$ cat src/hdl/ptes_pkg.sv
// ----------------------------------------------------------------------------
// ptes_pkg: shared types and constants of the timed event scheduler
// Holds the request and response word layouts, command codes, priority level
// codes and the default sizing of the slot bank.
// ----------------------------------------------------------------------------
package ptes_pkg;

	// Default sizing, handed to the top level parameters.
	localparam int SlotCountDef = 8;
	localparam int TimeBitsDef  = 48;

	// Fixed field widths of the request and response words.
	localparam int LevelW = 3;
	localparam int DelayW = 32;
	localparam int InfoW  = 16;
	localparam int NowW   = 48;

	// Command codes.
	localparam logic CMD_ARM  = 1'b0;
	localparam logic CMD_FIRE = 1'b1;

	// CPU priority levels up to this one let every slot fire.
	localparam logic [LevelW-1:0] LEVEL_ALL_MAX = 3'd3;
	// At this level only slot 0 may fire; above it no slot fires.
	localparam logic [LevelW-1:0] LEVEL_SLOT0   = 3'd4;

	// One request word.
	typedef struct packed {
		logic              cmd;
		logic [LevelW-1:0] priority_level;
		logic [DelayW-1:0] delay_ticks;
		logic [InfoW-1:0]  event_info;
		logic [NowW-1:0]   now_ticks;
	} req_word_t;

	// One response word.
	typedef struct packed {
		logic              fired;
		logic [LevelW-1:0] fired_slot;
		logic [InfoW-1:0]  fired_info;
		logic              rejected;
	} rsp_word_t;

	// Decoded operation handed to the slot bank.
	typedef struct packed {
		logic              arm;
		logic              fire;
		logic [LevelW-1:0] level;
	} slot_op_t;

endpackage

$ cat src/hdl/priority_timed_event_scheduler.sv
// ----------------------------------------------------------------------------
// priority_timed_event_scheduler: per-priority timed event slots
// Arms event slots with a saturating due time and releases the lowest
// pending, allowed and due slot for a given CPU priority level.
// ----------------------------------------------------------------------------
// Usage:
// Requests enter on req (req_valid / req_ready); a word with cmd = CMD_ARM
// arms the slot named by priority_level at now_ticks + delay_ticks, and a
// word with cmd = CMD_FIRE releases at most one slot allowed at that CPU
// priority level. Every request gives exactly one response word on rsp
// (rsp_valid / rsp_ready), in request order.
// The input register takes the word at the accepting edge, and the slot
// update and result register follow once the response register is free.
// One word per cycle is accepted while the receiver keeps rsp_ready high;
// the slot compares, priority pick and due-time adder all sit in the single
// stage between those two registers.
// A stalled receiver holds the response register; one more request can
// wait in the input register, after which req_ready drops until rsp drains.
// Reset clears all pending bits and both valid flags; due times and info
// words hold no meaning until their slot is armed.
// ----------------------------------------------------------------------------
module priority_timed_event_scheduler #(
	parameter int SLOT_COUNT = ptes_pkg::SlotCountDef,
	parameter int TIME_BITS  = ptes_pkg::TimeBitsDef
) (
	input  logic                clk,
	input  logic                arst_n,
	input  logic                req_valid,
	output logic                req_ready,
	input  ptes_pkg::req_word_t req,
	output logic                rsp_valid,
	input  logic                rsp_ready,
	output ptes_pkg::rsp_word_t rsp
);

	ptes_pkg::req_word_t  req_s1;
	logic                 valid_s1;
	ptes_pkg::rsp_word_t  rsp_q;
	logic                 rsp_valid_q;

	logic                 advance;
	ptes_pkg::slot_op_t   op;
	ptes_pkg::rsp_word_t  rsp_d;
	logic [TIME_BITS-1:0] now_t;
	logic [TIME_BITS-1:0] due_t;

	// Handshake: the held word moves on when the response register is free.
	assign advance   = valid_s1 && (!rsp_valid_q || rsp_ready);
	assign req_ready = !valid_s1 || advance;
	assign rsp_valid = rsp_valid_q;
	assign rsp       = rsp_q;

	// Input register.
	always_ff @(posedge clk or negedge arst_n) begin
		if (!arst_n) begin
			valid_s1 <= 1'b0;
		end else if (req_ready) begin
			valid_s1 <= req_valid;
		end
	end

	always_ff @(posedge clk) begin
		if (req_valid && req_ready) begin
			req_s1 <= req;
		end
	end

	// Decode of the held word.
	always_comb begin
		op.arm   = valid_s1 && (req_s1.cmd == ptes_pkg::CMD_ARM);
		op.fire  = valid_s1 && (req_s1.cmd == ptes_pkg::CMD_FIRE);
		op.level = req_s1.priority_level;
	end

	ptes_due_calc #(
		.TIME_BITS(TIME_BITS)
	) u_due_calc (
		.now_ticks  (req_s1.now_ticks),
		.delay_ticks(req_s1.delay_ticks),
		.now_t      (now_t),
		.due_t      (due_t)
	);

	ptes_slot_bank #(
		.SLOT_COUNT(SLOT_COUNT),
		.TIME_BITS (TIME_BITS)
	) u_slot_bank (
		.clk   (clk),
		.arst_n(arst_n),
		.op    (op),
		.commit(advance),
		.now_t (now_t),
		.due_t (due_t),
		.info  (req_s1.event_info),
		.rsp   (rsp_d)
	);

	// Response register.
	always_ff @(posedge clk or negedge arst_n) begin
		if (!arst_n) begin
			rsp_valid_q <= 1'b0;
		end else if (advance) begin
			rsp_valid_q <= 1'b1;
		end else if (rsp_ready) begin
			rsp_valid_q <= 1'b0;
		end
	end

	always_ff @(posedge clk) begin
		if (advance) begin
			rsp_q <= rsp_d;
		end
	end

endmodule

$ cat src/hdl/ptes_due_calc.sv
// ----------------------------------------------------------------------------
// ptes_due_calc: due time adder
// Reduces the current time to the time width and adds the delay, saturating
// the due time at the largest representable time.
// ----------------------------------------------------------------------------
module ptes_due_calc #(
	parameter int TIME_BITS = ptes_pkg::TimeBitsDef
) (
	input  logic [ptes_pkg::NowW-1:0]   now_ticks,
	input  logic [ptes_pkg::DelayW-1:0] delay_ticks,
	output logic [TIME_BITS-1:0]        now_t,
	output logic [TIME_BITS-1:0]        due_t
);

	localparam int SumW = ((TIME_BITS > ptes_pkg::DelayW) ? TIME_BITS : ptes_pkg::DelayW) + 1;

	logic [SumW-1:0] sum;
	logic            overflow;

	// Current time taken modulo the time width.
	assign now_t = TIME_BITS'(now_ticks);

	// Full-width sum; any bit at or above the time width means saturation.
	assign sum      = SumW'(now_t) + SumW'(delay_ticks);
	assign overflow = |sum[SumW-1:TIME_BITS];
	assign due_t    = overflow ? {TIME_BITS{1'b1}} : sum[TIME_BITS-1:0];

endmodule

$ cat src/hdl/ptes_slot_bank.sv
// ----------------------------------------------------------------------------
// ptes_slot_bank: event slots and release logic
// Holds the pending bits, due times and info words of all slots, forms the
// response for the operation in flight and updates the slots on commit.
// ----------------------------------------------------------------------------
module ptes_slot_bank #(
	parameter int SLOT_COUNT = ptes_pkg::SlotCountDef,
	parameter int TIME_BITS  = ptes_pkg::TimeBitsDef
) (
	input  logic                           clk,
	input  logic                           arst_n,
	input  ptes_pkg::slot_op_t             op,
	input  logic                           commit,
	input  logic [TIME_BITS-1:0]           now_t,
	input  logic [TIME_BITS-1:0]           due_t,
	input  logic [ptes_pkg::InfoW-1:0]     info,
	output ptes_pkg::rsp_word_t            rsp
);

	localparam int SlotW = (SLOT_COUNT > 1) ? $clog2(SLOT_COUNT) : 1;

	logic [SLOT_COUNT-1:0]          pending_q;
	logic [TIME_BITS-1:0]           due_q  [SLOT_COUNT];
	logic [ptes_pkg::InfoW-1:0]     info_q [SLOT_COUNT];

	logic                           slot_ok;
	logic [SlotW-1:0]               slot_idx;
	logic                           slot_busy;
	logic                           arm_ok;
	logic [SLOT_COUNT-1:0]          allowed;
	logic [SLOT_COUNT-1:0]          cand;
	logic [SLOT_COUNT-1:0]          first_hot;
	logic                           hit;
	logic [SlotW-1:0]               hit_idx;
	logic [ptes_pkg::InfoW-1:0]     hit_info;

	// Register side: the named slot must exist and be free.
	assign slot_ok   = 32'(op.level) < 32'(SLOT_COUNT);
	assign slot_idx  = SlotW'(op.level);
	assign slot_busy = slot_ok && pending_q[slot_idx];
	assign arm_ok    = op.arm && slot_ok && !pending_q[slot_idx];

	// Fire side: level mask, then the slots that are pending and due.
	always_comb begin
		for (int i = 0; i < SLOT_COUNT; i++) begin
			if (op.level <= ptes_pkg::LEVEL_ALL_MAX) begin
				allowed[i] = 1'b1;
			end else if (op.level == ptes_pkg::LEVEL_SLOT0) begin
				allowed[i] = (i == 0);
			end else begin
				allowed[i] = 1'b0;
			end
			cand[i] = allowed[i] && pending_q[i] && (now_t >= due_q[i]);
		end
	end

	// Lowest candidate as a one-hot vector, then an AND-OR select.
	assign first_hot = cand & (~cand + SLOT_COUNT'(1));
	assign hit       = op.fire && (|cand);

	always_comb begin
		hit_idx  = '0;
		hit_info = '0;
		for (int i = 0; i < SLOT_COUNT; i++) begin
			if (first_hot[i]) begin
				hit_idx  = hit_idx | SlotW'(i);
				hit_info = hit_info | info_q[i];
			end
		end
	end

	// Response word for the operation in flight.
	always_comb begin
		rsp.fired      = hit;
		rsp.fired_slot = hit ? ptes_pkg::LevelW'(hit_idx) : '0;
		rsp.fired_info = hit ? hit_info : '0;
		rsp.rejected   = op.arm && slot_busy;
	end

	// Pending bits: set on a successful arm, cleared on a release.
	always_ff @(posedge clk or negedge arst_n) begin
		if (!arst_n) begin
			pending_q <= '0;
		end else if (commit) begin
			if (arm_ok) begin
				pending_q[slot_idx] <= 1'b1;
			end else if (hit) begin
				pending_q <= pending_q & ~first_hot;
			end
		end
	end

	// Slot payload, written only when a slot is armed.
	always_ff @(posedge clk) begin
		if (commit && arm_ok) begin
			due_q[slot_idx]  <= due_t;
			info_q[slot_idx] <= info;
		end
	end

endmodule

$ cat config.mk
export PLATFORM = sky130hd
export DESIGN_NAME = priority_timed_event_scheduler
export DESIGN_NICKNAME = d
export VERILOG_FILES = /design/src/hdl/ptes_pkg.sv /design/src/hdl/priority_timed_event_scheduler.sv /design/src/hdl/ptes_due_calc.sv /design/src/hdl/ptes_slot_bank.sv
export SDC_FILE = /design/constraint.sdc
export NUM_CORES = 1
export LEC_CHECK = 0
export BUFFER_PORTS_ARGS = -buffer_cell sky130_fd_sc_hd__buf_2
export CAP_MARGIN = 10
export CORE_ASPECT_RATIO = 1.1
export CORE_MARGIN = 2
export CORE_UTILIZATION = 57
export CTS_CLUSTER_DIAMETER = 150
export DETAILED_ROUTE_END_ITERATION = 10
export PLACE_DENSITY = 0.75
export SYNTH_ARGS = -nofsm -noshare
export SYNTH_HDL_FRONTEND = slang
export SYNTH_SLANG_ARGS = --single-unit
$ cat constraint.sdc
create_clock -name clk -period 7.2 [get_ports clk]
set_clock_uncertainty 0.2 [all_clocks]
set_input_delay 1.44 -clock clk [delete_from_list [all_inputs] [get_ports clk]]
set_output_delay 1.44 -clock clk [all_outputs]
set_load 0.005 [all_outputs]
Word-level counts from Yosys, hierarchy flattened --
Memories as Yosys holds them, arrays and structs flattened. Cells that the tools add are included.
Storage, ports and cells: bits in registers 131, memory bits (writable) 512, input port bits 104, output and inout port bits 23, logic and storage cells 104, memories kept 2
Cells by class: $add $sub $neg 2, order comparisons 11, equality and inequality tests 1, mux-type cells 29, bitwise logic cells 13, reductions and logical operators 34
Memory list:
- u_slot_bank.due_q | words 8, width 48, rd ports 8, clocked after memory_dff 0, wr ports 1, line ptes_slot_bank.sv:23 | logic [TIME_BITS-1:0] due_q [SLOT_COUNT];
- u_slot_bank.info_q | words 8, width 16, rd ports 8, clocked after memory_dff 0, wr ports 1, line ptes_slot_bank.sv:24 | logic [ptes_pkg::InfoW-1:0] info_q [SLOT_COUNT];
Operators with widths (count):
- >= comparator 48 bit | 8
- 2-to-1 mux 16 bit | 8
- bitwise OR 16 bit | 7
- adder 48 x 32 -> 49 bit | 1
- 2-to-1 mux 48 bit | 1
- logical AND 1 bit | 25
- bitwise AND 8 bit | 2
- 2-to-1 mux 8 bit | 2
- inverter 8 bit | 2
- 2-to-1 mux 3 bit | 4
- 2-to-1 mux 1 bit | 10
- adder 8 x 1 -> 8 bit, second input constant | 1
- bitwise OR 8 bit | 1
- OR reduction 8 bit | 1
- less-than comparator 3 x 4 -> 1 bit, second input constant | 1
- 2-to-1 mux 2 bit | 2
- nonzero test 2 bit | 2
- binary-select mux 1 bit (select 3 bit) | 1
- demux 1 bit (select 3 bit) | 1
- == test 3 bit, second input constant | 1
- >= comparator 3 x 1 -> 1 bit, second input constant | 1
- less-or-equal comparator 3 x 2 -> 1 bit, second input constant | 1
- logical NOT 1 bit | 3
- logical OR 1 bit | 2
- 2 further kinds | 2

Depth between registers and ports, before layout --
depth in word-level cells 23, depth in mapped cells 15, depth with buffers taken out 12

Hierarchy --
A second synthesis with hierarchy kept.
Unflattened totals: cell total of the unflattened synthesis 2673, area, all modules 33550.9 µm²
Modules (own cells, without submodules):
- ptes_slot_bank | instances 1, cells an instance 2148, area an instance 26962.1 µm², sequential area each 15574.9 µm²
- priority_timed_event_scheduler | instances 1, cells an instance 131, area an instance 3749.8 µm², sequential area each 3683.5 µm²
- ptes_due_calc | instances 1, cells an instance 394, area an instance 2839.0 µm², sequential area each 0.0 µm²

Worst setup path before layout --
Ideal clock, no wire load.
path kind input to register, start in rsp_ready, end mem u_slot_bank.due_q[4][0] in the netlist's numbering, enable pin, library setup time 0.568 ns, arrival 7.357 ns, data required time 6.432 ns, setup slack -0.924 ns, stages on the path 5, path buffers 0, path through nand2b_1 and2_1 or3b_2 or2_2 nor3_1
On the way: cells in the longest elaborated chain, start to end 5
RTL lines:
- start: declaration | line priority_timed_event_scheduler.sv:32 | input logic rsp_ready,
- logical OR 1 bit | line priority_timed_event_scheduler.sv:48 | assign advance = valid_s1 && (!rsp_valid_q || rsp_ready);
- logical AND 1 bit | line priority_timed_event_scheduler.sv:48
- net advance | line priority_timed_event_scheduler.sv:41 | logic advance;
- logical AND 1 bit | line ptes_slot_bank.sv:95 | if (commit && arm_ok) begin
- 2-to-1 mux 1 bit | line ptes_slot_bank.sv:95
- 2-to-1 mux 1 bit (not written as such) | line ptes_slot_bank.sv:96 | due_q[slot_idx] <= due_t;
- end: declaration | line ptes_slot_bank.sv:23
The timed path passes the listed nets, and every way through them passes these cells.

Worst setup path after layout --
start reg req_s1[5] in the netlist's numbering, end reg rsp_q (netlist bit rsp[13]), data pin
On the way: cells in the longest elaborated chain, start to end 20, elaborated cells on any way between the ends 36, classes of those cells add/sub (1); order compare (8); mux (8); bitwise (9); reduce/logical (10)
RTL lines:
- start: declaration | line priority_timed_event_scheduler.sv:36 | ptes_pkg::req_word_t req_s1;
- start signal: assignment | line priority_timed_event_scheduler.sv:64 | req_s1 <= req;
- >= comparator 48 bit | line ptes_slot_bank.sv:53 | cand[i] = allowed[i] && pending_q[i] && (now_t >= due_q[i]);
- logical AND 1 bit | line ptes_slot_bank.sv:53
- inverter 8 bit | line ptes_slot_bank.sv:58 | assign first_hot = cand & (~cand + SLOT_COUNT'(1));
- adder 8 x 1 -> 8 bit | line ptes_slot_bank.sv:58
- bitwise AND 8 bit | line ptes_slot_bank.sv:58
- 2-to-1 mux 16 bit | line ptes_slot_bank.sv:65 | if (first_hot[i]) begin
- bitwise OR 16 bit | line ptes_slot_bank.sv:67 | hit_info = hit_info | info_q[i];
- 2-to-1 mux 16 bit | line ptes_slot_bank.sv:65
- (+4 left out)
- bitwise OR 16 bit | line ptes_slot_bank.sv:67
- 2-to-1 mux 16 bit | line ptes_slot_bank.sv:65
- bitwise OR 16 bit | line ptes_slot_bank.sv:67
- 2-to-1 mux 16 bit | line ptes_slot_bank.sv:65
- bitwise OR 16 bit | line ptes_slot_bank.sv:67
- 2-to-1 mux 16 bit | line ptes_slot_bank.sv:65
- bitwise OR 16 bit | line ptes_slot_bank.sv:67
- 2-to-1 mux 16 bit | line ptes_slot_bank.sv:65
- end signal: assignment | line priority_timed_event_scheduler.sv:111 | rsp_q <= rsp_d;
- end: declaration | line priority_timed_event_scheduler.sv:38 | ptes_pkg::rsp_word_t rsp_q;
Parallel ways exist; a longest one is shown, timed or not. A chain may end at the register's enable or synchronous reset.

==> reports/qor.yml <==
setup_path:
  worst_setup_path_end_kind: "register"
  crit_type: "register to register"
  r2r_start: "req_s1[5]"
  crit_arrival_ns: 5.32
  worst_r2r_endpoint: "rsp[13]"
  r2r_cells: 11
  ff2ff_setup_slack_ns: 2.01
  crit_required_ns: 7.33
  startpoint: "req_s1[5]"
  crit_path_max_fanout: 20
  start_kind: "register"
worst_hold_path:
  hold_end: "u_slot_bank.pending_q[1]"
  hold_path.class: "register to register"
  hp-start: "u_slot_bank.pending_q[1]"
  hold_depth: 1
routing:
  remaining_drc_errors: 0
  wl_per_cell_um: 22.4
  dr_total_vias: 22200
  wl_mm: 82.3
  drt-pass1-iter-count: 7
  viasPerCell: 6.05
  antenna_left: 0
  drt_iter0_drc: 1881
global_routing:
  grt_pass1_wl_mm: 127
  grt_pass1_vias: 22600
  overflow: 0
  grt_usage: 0.280
  grt_max_degree: 66
  antenna_found_initial: 0
floorplanning:
  row_count: 92
  fp.coreArea_mm2: 0.0574
  dieArea_mm2: 0.0601
  start_util: 0.577
  ioPinCount: 127
  die_w_um: 234
  die_y_um: 257
logic_synthesis:
  ys_seq_area_frac: 0.581
  syn-num-nets: 3209
  synth_edf_count: 633
  ys_types: 76
  ys_async_sr_fraction: 0.0156
  synth_area_leaders: "edfxtp_1 57%, ha_1 16%, inv_1 5.0%, a21oi_1 2.6%, nand4_1 1.8%"
  synth.cell_area_mm2: 0.0331
  ys.flop_type: "edfxtp_1"
  synth.top_cell.area_share: 0.574
  avgSynthCellArea_um2: 12.3
  yosys.area.top_type: "edfxtp_1"
  yosysWarnings: 0
  ys_ff_latch: 643
  netlist_instances: 2688
final_layout:
  final_cell_mix: "633 x edfxtp_1, 443 x inv_1, 416 x ha_1"
  area_growth_pct: 11.4
  nNetsFinal: 3388
  final_cell_area_mm2: 0.0369
  diodes: 0
  drive_above_1_share: 0.0954
  mostFrequentLayoutCell: "edfxtp_1"
clock_tree:
  hold_buffers: 0
  cts.sinks: 643
  clockBufferDepth: 3
  numCtsBuffers: 69
  post_cts_buffers: 0
  clk_pin_slew_ns: 0.06
  htreeDepth: 3
  ctsResizeCount: 0
  clock_latency_ns: 0.63
  cts_tree: "yes"
  cts-root-buf: "clkbuf_16"
sta:
  max_slew_margin: 0.187
  whs_ns: 0.317
  finalSetupViolCount: 0
  fmax_mhz: 193
  tightest_slew_ns: 1.21
  tns_ns: 0
  finalHoldViolations: 0
  grt_setup_unrepaired: "no"
  drv_slew: 0
  timing.final.crit_period_ns: 5.19
  finalCritPeriodShare: 0.721
run:
  cap_violations: 0
pwr:
  cellLeakagePower_uw: 0.0154
  ir_worst_vdd_uv: 199
  powerDensity_mw_per_mm2: 242
run_status:
  outcome: "finished, final reports clean"
placement:
  gp_congestion: 0.924
  dpl_cell_area_mm2: 0.0348
  io_buffers: 126
  hpwl_mm: 57.0
where the power goes:
group	internal, uW	total (uW)	switching [uW]
clock	1850	3300	1450
sequential	4350	4480	138
combinational	388	1140	750
logic make-up after synthesis:
group / Yosys count / synth area share
compound gates: 509 / 0.0992
xor+xnor: 28 / 0.00740
fa+ha+maj: 417 / 0.158
buf+inv: 495 / 0.0567
flops: 643 / 0.581
mux: 8 / 0.00287
simple gates: 588 / 0.0946
stage by stage:
| stage | std cells | setup WS (ns) | power (uW) | utilization |
|---|---|---|---|---|
| after floorplan | 2688 | 0.818 | 5240 | - |
| after global placement | 3548 | 1.99 | 5620 | 0.607 |
| after detailed placement | 3548 | 1.83 | 5680 | 0.607 |
| after CTS | 3667 | 2.03 | 8960 | 0.643 |
| after global routing | 3667 | 1.77 | 9240 | 0.643 |
| final | 3667 | 2.01 | 8920 | 0.643 |
worst max-delay path by stage:
stage / endpoint / slack [ns] / cells after the start
2_1_floorplan: u_slot_bank.due_q[7][0] / 0.82 / 5
3_3_place_gp: u_slot_bank.due_q[6][4] / 1.99 / 7
3_5_place_dp: u_slot_bank.due_q[6][4] / 1.83 / 7
4_1_cts: rsp[9] / 2.03 / 11
5_1_grt: rsp[1] / 1.77 / 11
6_report: rsp[13] / 2.01 / 11
sequential cells by signal, summed over array words and instances, names as in the netlist:
| register | flops |
|---|---|
| req_s1 | 97 |
| rsp_valid | 1 |
| op | 3 |
| valid_s1 | 1 |
| u_slot_bank.due_q | 384 |
| u_slot_bank.info_q | 128 |
| rsp | 21 |
| u_slot_bank.pending_q | 8 |
area by class of cell:
class	instances	area, um2
Timing Repair Buffer	159	891
Tap cell	752	941
Clock buffer	96	1860
Inverter	444	1670
Sequential cell	643	19300
Clock inverter	23	206
Multi-Input combinational cell	1550	12100
Fill cell	4226	20500
Yosys cell counts (5+ instances only):
master and n:
a2111oi_0 10, a211o_1 5, a211oi_1 16, a21boi_0 7
a21o_1 73, a21oi_1 174, a221oi_1 11, a22oi_1 5
a31oi_1 30, and2_1 20, and3_1 8, and4_1 5
clkbuf_1 43, dfrtp_1 10, edfxtp_1 633, ha_1 416
inv_1 443, mux2i_1 5, nand2_1 143, nand2b_1 23
nand3_1 60, nand4_1 97, nor2_1 67, nor2b_1 11
nor3_1 34, nor3b_1 19, nor4_1 75, o211ai_1 16
o21a_1 14, o21ai_0 82, o21bai_1 6, o31a_1 18
o31ai_1 6, or3_1 7, xnor2_1 18, xor2_1 10
routing by layer:
layer / track usage / part of all wire
met5: 0 / 0
met4: 0.127 / 0.043
met3: 0.0409 / 0.069
met2: 0.464 / 0.48
met1: 0.364 / 0.40
worst max-delay path, cell delays in order, from the launching register on:
cell and delay, ns:
edfxtp_1 0.64, ha_1 0.42, a21o_1 0.17, a21o_1 0.17, a2111oi_0 0.67, o211ai_1 0.31
a221oi_2 0.38, buf_4 0.32, nand3_1 0.21, or4_4 0.56, o311ai_4 0.74, a31oi_1 0.10
No activity file was read; power rests on OpenSTA's default activity.
